==> config.mk <==
export PLATFORM = sky130hd
export DESIGN_NAME = sbn_search
export DESIGN_NICKNAME = d
export VERILOG_FILES = /design/src/rtl/sbn_pkg.sv /design/src/rtl/sbn_search.sv
export SDC_FILE = /design/constraint.sdc
export NUM_CORES = 2
export LEC_CHECK = 0
export ABC_CLOCK_PERIOD_IN_PS = 8600
export BUFFER_PORTS_ARGS = -buffer_cell sky130_fd_sc_hd__buf_2
export CAP_MARGIN = 15
export CORE_MARGIN = 3
export CORE_UTILIZATION = 65
export DETAILED_ROUTE_END_ITERATION = 10
export GPL_ROUTABILITY_DRIVEN = 0
export PLACE_DENSITY = 0.81
export SETUP_SLACK_MARGIN = 0.3
export SLEW_MARGIN = 20
export SYNTH_ARGS = -nofsm -noshare
export SYNTH_HDL_FRONTEND = slang
export SYNTH_SLANG_ARGS = --single-unit
==> constraint.sdc <==
create_clock -name clk -period 8.6 [get_ports clk]
set_clock_uncertainty 0.05 [all_clocks]
set_input_delay 1.72 -clock clk [delete_from_list [all_inputs] [get_ports clk]]
set_output_delay 1.72 -clock clk [all_outputs]
set_load 0.05 [all_outputs]
==> src/rtl/sbn_pkg.sv <==
// Shared widths, stage layout and search types for the Sobel height-to-normal unit.
package sbn_pkg;

	localparam int HW    = 16;   // height sample width
	localparam int GW    = 20;   // signed gradient width
	localparam int MW    = 19;   // gradient magnitude width
	localparam int SW    = 24;   // strength width
	localparam int SQW   = 38;   // gradient square width
	localparam int SSW   = 48;   // strength square width
	localparam int QW    = 49;   // squared length width
	localparam int CW    = 66;   // compare width for the root search
	localparam int JW    = 7;    // search result width
	localparam int NSRCH = JW;   // one search stage per result bit
	localparam int SRCH_FIRST = 3;
	localparam int NSTG  = SRCH_FIRST + NSRCH + 1;
	localparam int OUT_STG = NSTG - 1;
	localparam int OW    = 8;

	localparam logic [OW-1:0] MID_CODE = 8'd128;
	localparam logic [OW-1:0] NEG_TOP  = 8'd127;
	localparam logic [SW-1:0] STRENGTH_RST = 24'h010000;

	typedef struct packed {
		logic [CW-1:0] q4;      // 4 * squared length
		logic [CW-1:0] a;       // 65025 * component squared
		logic          strict;  // component is negative
	} srch_in_t;

	typedef struct packed {
		logic [JW-1:0] j;
		logic          strict;
	} srch_out_t;

endpackage

==> src/rtl/sbn_search.sv <==
// Pipelined bit-serial search for the largest j with 4*j*j*q below (or at) 65025*c*c.
module sbn_search import sbn_pkg::*; (
	input  logic             clk,
	input  logic [NSRCH-1:0] en,
	input  srch_in_t         src,
	output srch_out_t        res
);

	logic [JW-1:0] j_o  [NSRCH];
	logic [CW-1:0] p_o  [NSRCH];
	logic [CW-1:0] r_o  [NSRCH];
	logic [CW-1:0] a_o  [NSRCH];
	logic [CW-1:0] q4_o [NSRCH];
	logic          st_o [NSRCH];

	for (genvar i = 0; i < NSRCH; i++) begin : g_stg
		localparam int B = NSRCH - 1 - i;
		logic [JW-1:0] jin;
		logic [CW-1:0] pin, rin, ain, qin, pt;
		logic          sin, hit;
		logic [JW-1:0] j_s;
		logic [CW-1:0] p_s, r_s, a_s, q4_s;
		logic          strict_s;

		if (i == 0) begin : g_first
			assign jin = '0;
			assign pin = '0;
			assign rin = '0;
			assign ain = src.a;
			assign qin = src.q4;
			assign sin = src.strict;
		end else begin : g_next
			assign jin = j_o[i-1];
			assign pin = p_o[i-1];
			assign rin = r_o[i-1];
			assign ain = a_o[i-1];
			assign qin = q4_o[i-1];
			assign sin = st_o[i-1];
		end

		// (J + 2^B)^2 * q4 = P + 2^(B+1) * J*q4 + 2^(2B) * q4
		assign pt  = pin + (rin << (B + 1)) + (qin << (2 * B));
		assign hit = sin ? (pt < ain) : (pt <= ain);

		always_ff @(posedge clk) begin
			if (en[i]) begin
				a_s      <= ain;
				q4_s     <= qin;
				strict_s <= sin;
				if (hit) begin
					j_s <= jin | (JW'(1) << B);
					p_s <= pt;
					r_s <= rin + (qin << B);
				end else begin
					j_s <= jin;
					p_s <= pin;
					r_s <= rin;
				end
			end
		end

		assign j_o[i]  = j_s;
		assign p_o[i]  = p_s;
		assign r_o[i]  = r_s;
		assign a_o[i]  = a_s;
		assign q4_o[i] = q4_s;
		assign st_o[i] = strict_s;
	end

	assign res.j      = j_o[NSRCH-1];
	assign res.strict = st_o[NSRCH-1];

endmodule
# [After elaboration in Yosys (flattened, before gate mapping)]
# Cells that the tools add are included.
[totals] ramBits=0 input_bits=141 mem_bits_ro=0 regBits=1634 latch_bits=0 output_inout_bits=8 mem_count=0 wordCells=95
[op_classes] shift=0 reduce_logical=0 n_bitwise=0 addsub=17 n_eq_ne=0 n_mul=0 div_mod_pow=0 order_cmp=14 muxes=18
[ops] op="$add 66x66->66" n=12
[ops] op="$le 66x66->1" n=7
[ops] op="$lt 66x66->1" n=7
[ops] op="$mux 66" n=5
[ops] op="$add 65x65->65" n=5
[ops] op="$mux 65" n=5
[ops] op="$mux 1" n=7
[ops] op="$mux 7" n=1

# [Depth between registers and ports, before layout]
[depth] word_depth=5 depth_mapped=30 ltp_nobuf=29

# [Least setup slack after synthesis]
# Ideal clock, no wire load.
[synth_path] path_kind="register to register" from="register g_stg[3].r_s[4]" to="register g_stg[4].r_s[10] (data pin)" n_path_buf=3 t_required_ns=8.280 stages_incl_launch_ff=27 slack_ns=1.970 arrival_time_ns=6.309 period_less_slack_ns=6.630 setup_time_ns=0.270 cell_sequence="edfxtp_1 -> fa_1 -> ha_1 -> inv_1 -> fa_1 -> nor2b_1 -> o211a_1 -> o21ai_1 -> a311oi_1 -> a311oi_1 -> o21ai_1 -> a21oi_1 -> or2_2 -> nand2_1 -> xor2_1 -> ha_1 -> a21o_1 -> a21o_1 -> a2111oi_0 -> o32ai_1 -> a2111oi_0 -> nand4_1 -> nand2_1 -> clkbuf_1 -> buf_2 -> buf_1 -> a21oi_1"
[synth_via] elab_chain_cells=5 elab_cells_between_ends=7 classes_between="add/sub: 3; order compare: 2; mux: 2"
[synth_lines] item="from (decl)" line="sbn_search.sv:22" source="logic [CW-1:0] p_s, r_s, a_s, q4_s;"
[synth_lines] item="from (signal assigned)" line="sbn_search.sv:53" source="r_s <= rin + (qin << B);"
[synth_lines] item="from (signal assigned)" line="sbn_search.sv:57" source="r_s <= rin;"
[synth_lines] item="$add 66x66->66 (2 in series)" line="sbn_search.sv:42" source="assign pt = pin + (rin << (B + 1)) + (qin << (2 * B));"
[synth_lines] item="$le 66x66->1 / $lt 66x66->1 (equally long branches)" line="sbn_search.sv:43" source="assign hit = sin ? (pt < ain) : (pt <= ain);"
[synth_lines] item="$mux 1" line="sbn_search.sv:43"
[synth_lines] item="$mux 65 (*)" line="sbn_search.sv:50" source="if (hit) begin"
[synth_lines] item="to (signal assigned)" line="sbn_search.sv:53"
[synth_lines] item="to (signal assigned)" line="sbn_search.sv:57"
[synth_lines] item="to (decl)" line="sbn_search.sv:22"
# Every way passes the cells marked *; elsewhere a longest branch is shown, timed or not.
# A chain may end at the register's enable or synchronous reset.

# [Final worst setup path]
[layout_path] from="register g_stg[4].r_s[4]" to="register g_stg[5].p_s[7] (data pin)"
[layout_via] elab_chain_cells=5 elab_cells_between_ends=6 classes_between="add/sub: 2; order compare: 2; mux: 2"
[layout_lines] item="$add 66x66->66 (*) (2 in series)" line="sbn_search.sv:42"
[layout_lines] item="$le 66x66->1 / $lt 66x66->1 (equally long branches)" line="sbn_search.sv:43"
[layout_lines] item="$mux 1" line="sbn_search.sv:43"
[layout_lines] item="$mux 66 (*)" line="sbn_search.sv:50"
[layout_lines] item="to (signal assigned)" line="sbn_search.sv:52" source="p_s <= pt;"
[layout_lines] item="to (signal assigned)" line="sbn_search.sv:56" source="p_s <= pin;"
[layout_lines] item="to (decl)" line="sbn_search.sv:22"
# Marked as above.

==> results by stage <==
Worst setup path:
- In this run the worst path has a maximum fanout of 55.
- In this run the register-to-register setup slack is 580 ps.
- The data required time at the worst endpoint is 9100 ps.
- The kind of cell adding the most delay to the critical path is compound AO/OA/AOI/OAI gates.
- The number of buffers and inverters on the critical path is 2.
- Data arrives at the worst endpoint at 8520 ps.
- Measured in cells, the most critical reg-to-reg path has a length of 23.
- The slowest cell on the critical path is sky130_fd_sc_hd__a2111oi_0.
- The cell that appears most often on the critical path is sky130_fd_sc_hd__a21oi_1.
- The nature of the critical path startpoint is a flop.
- The critical path goes through fa_1, ha_1, a21oi_1, nor3_1, o211ai_1, a211oi_1, o21ai_0, a21oi_1, a21oi_1, or3_1, o211ai_1, a21boi_0, a2111oi_0, ha_1, nand4_1, or2_2, or3_1, nor3_1, nand4_1, o21ai_4, buf_12, buf_12, mux2_2.
- The worst register-to-register path ends at g_stg[5].p_s[7].
- The stage delay of the slowest cell on the critical path is 550 ps.
- The startpoint identified for the worst register-to-register timing path is g_stg[4].r_s[4].
- The critical path class is reg2reg.
- STA classifies the critical path endpoint as a flop.

Synth:
- A synthesized cell averages 11.0 sq um.
- The flip-flop and latch count after synthesis is 1491.
- Synthesis produced a netlist whose cell count is 9402.
- Synthesis produced a netlist with a net count of 10.9k.
- Yosys printed 0 warnings.
- Sorting the synthesized cells by area gives the leading types as sky130_fd_sc_hd__edfxtp_1 (43%), sky130_fd_sc_hd__ha_1 (13%), sky130_fd_sc_hd__fa_1 (5.8%), sky130_fd_sc_hd__a21oi_1 (4.6%), sky130_fd_sc_hd__a21o_1 (4.2%).
- The async set or reset register ratio after synthesis is 0%.
- Of the synthesized area, sequential elements account for 43.4%.
- The summed instance area of the synthesized netlist is 103000 sq um.
- The commonest cells after synthesis are sky130_fd_sc_hd__edfxtp_1 (1491), sky130_fd_sc_hd__ha_1 (1062), sky130_fd_sc_hd__a21oi_1 (952), sky130_fd_sc_hd__inv_1 (612), sky130_fd_sc_hd__a21o_1 (580).
- The share of the synthesized area in the top cell type is 43.4%.
- The distinct cell type count after synthesis is 98.
- In the synthesized netlist the dominant register cell turns out to be sky130_fd_sc_hd__edfxtp_1.
- The count of flip-flops with a built-in enable after synthesis is 1491.
- Yosys instantiated no cell more often than sky130_fd_sc_hd__edfxtp_1.
- The synthesized design spends more area on one cell type than any other, namely sky130_fd_sc_hd__edfxtp_1.

GRT:
- The pin count of the biggest net entering global routing is 177.
- The first global-routing pass estimated 412 mm of wire.
- The met1 global-route usage is 45.6%.
- The number of global-route vias before repair is 75.5k.
- The routing usage on met3 is 4.74%.
- After global routing the overflow that remains totals 0.
- Global routing used 50.3% of the available met2 tracks.
- In this run the most used layer during global routing was met2.
- The initial antenna violation count is 2.
- The overall fraction of global-route tracks in use is 32.1%.

CTS:
- The clock tree synthesis step divided the H-tree into 4 levels.
- The clock root buffer master is sky130_fd_sc_hd__clkbuf_16.
- The clock latency at the later pin of the worst-skew pair is 810 ps.
- The clock net in this run drives a total of 1491 sinks.
- The number of buffers created by CTS is 152.
- The CTS tree is done.
- The number of hold buffers added after CTS was 0.
- No sink is reached through more buffers than the 3 on the longest clock path.
- Clock-pin slew was measured on the worst setup and hold paths at 60 ps.

Status:
- The run finished with clean final reports.

STA:
- The number of slew-limit violations in the final report is 0.
- Setup violations remaining at the end of the flow were counted as 0.
- The worst slew slack as a fraction of its limit is 31.6%.
- Setup repair after global routing left no endpoint under its margin.
- The setup TNS is 0 ps.
- The routed design could run at a clock period as short as 8020 ps.
- The total count of hold-check failures in the final report is 0.
- The slew at the pin with the worst max-slew slack is 1030 ps.
- Timing would allow up to 125 MHz.
- The share of the clock period used by the worst path is 93.2%.

Drt:
- The routed via count divided by cell count is 6.68.
- The post-detailed-route count of antenna-violating nets is 0.
- The DRC marker count from the first detailed-route iteration is 8993.
- The number of remaining DRC errors is 0.
- The routed length per instance is 22.8 um.
- The total length of routed wires is 265 mm.
- For this block, the via count after detailed routing is 77.8k.
- For this run, the detailed router's first-pass iteration total came to 7.

Flow run:
- The number of max-cap violations is 0.

Worst hold path:
- The tightest min-delay check is of the reg2reg type.
- For hold timing, the worst endpoint is g_stg[5].j_s[6].
- In this run the most critical hold path is launched from g_stg[4].j_s[6].
- The cell count of the worst hold path is 0.

Placement:
- In this run the tool buffered the top-level ports with 148 buffer cells.
- After legalization and detailed placement, the total HPWL measured 207 mm.
- The count of placed standard cells including taps is 11.4k.

Die:
- The y dimension of the die is 405 um.
- The number of cell rows is 145.
- The effective utilization at floorplan is 65.8%.
- The die is 405 um wide.
- The die covers 164000 sq um.
- The I/O pin count is 149.
- The standard cell core area is 157000 sq um.

Finish:
- For this run, the number of standard cells in the final layout without fillers is 11.6k.
- The net count of the finished layout is 11.0k.
- The post-route netlist has 8.51% of its cells at a drive strength greater than 1.
- The area growth from synthesis to final layout is 7.68%.
sequential cells by signal, indices dropped and copies added (netlist names):
signal and count:
g_stg.a_s 396, g_stg.j_s 28, g_stg.p_s 353, g_stg.q4_s 396
g_stg.r_s 311, g_stg.strict_s 7
layout by cell type, fill, tap and decap left out, types with 95 or more instances in the layout:
cell | synthesis | routed
sky130_fd_sc_hd__a21o_1 | 580 | 579
sky130_fd_sc_hd__nand2_1 | 546 | 545
sky130_fd_sc_hd__xor2_1 | 239 | 239
sky130_fd_sc_hd__a21oi_1 | 952 | 952
sky130_fd_sc_hd__ha_1 | 1062 | 1062
sky130_fd_sc_hd__xnor2_1 | 381 | 381
sky130_fd_sc_hd__buf_2 | 9 | 142
sky130_fd_sc_hd__mux2_2 | 299 | 299
sky130_fd_sc_hd__nand3_1 | 116 | 116
sky130_fd_sc_hd__edfxtp_1 | 1491 | 1491
sky130_fd_sc_hd__nand4_1 | 237 | 237
sky130_fd_sc_hd__o21bai_1 | 114 | 114
sky130_fd_sc_hd__and2_1 | 100 | 100
sky130_fd_sc_hd__clkbuf_16 | 0 | 155
sky130_fd_sc_hd__fa_1 | 301 | 301
sky130_fd_sc_hd__inv_1 | 612 | 612
sky130_fd_sc_hd__o21ai_0 | 419 | 418
sky130_fd_sc_hd__nor2_1 | 563 | 563
sky130_fd_sc_hd__nor3_1 | 96 | 95
kinds of logic after synthesis:
family	count (synthesis)	share of synthesized area (%)
and+or+nand+nor	2074	9.84
adders and majority gates	1363	18.7
DFF	1491	43.4
buffers and inverters	894	3.26
xor gates and xnor gates	620	5.26
muxes	308	3.35
AOI/OAI and AO/OA	2652	16.2
layer usage:
layer | share of wire (%) | vias up
met5 | 0 | -
met4 | 4.2 | 0
met3 | 11 | 705
met2 | 45 | 4965
met1 | 40 | 37000
li1 | - | 35100
worst max-delay path by stage:
stage               startpoint          endpoint  cells past startpoint
2_1_floorplan  g_stg[3].r_s[4]  g_stg[4].r_s[10]                     26
3_3_place_gp   g_stg[3].r_s[4]   g_stg[4].p_s[9]                     24
3_5_place_dp   g_stg[3].r_s[4]   g_stg[4].r_s[8]                     24
4_1_cts        g_stg[3].r_s[4]   g_stg[4].r_s[7]                     24
5_1_grt        g_stg[3].r_s[8]  g_stg[4].r_s[62]                     23
6_report       g_stg[4].r_s[4]   g_stg[5].p_s[7]                     23
worst register-to-register path, delay by kind of cell, from the launching register on:
kind	cells	cell delay (ps)
simple gates	7	2230
mux	1	460
flops	1	440
fa+ha+maj	3	1080
buf+inv	2	430
compound gates	10	3090
through the flow:
| stage | setup slack [ps] | hold WS, ps | util (%) | cell area (sq um) |
|---|---|---|---|---|
| after global routing | 302 | 366 | 70.8 | 111000 |
| final | 583 | 366 | 70.8 | 111000 |
| after CTS | 689 | 364 | 70.8 | 111000 |
| after floorplan | 1970 | 350 | - | 103000 |
| after global placement | 817 | 353 | 67.6 | 106000 |
| after detailed placement | 712 | 355 | 67.6 | 106000 |
area by class of cell:
class                      count  area (sq um)
timing repair buffer         190          1300
inverter                     613          2300
sequential                  1491         44800
tap                         2058          2570
multi-input combinational   7018         55200
fill                       10300         45800
clock inverter               103          1080
antenna                        1          2.50
clock buffer                 172          3940
what timing repair did:
| action | 4_1_cts | 5_1_grt |
|---|---|---|
| resized for setup | 0 | 4 |
| buffers inserted | 0 | 3 |
| endpoints found under the setup margin | 0 | 169 |
Power is left out: the tool's default activity adds up to more than one toggle a clock period on the data nets, which glitch-free logic cannot reach.
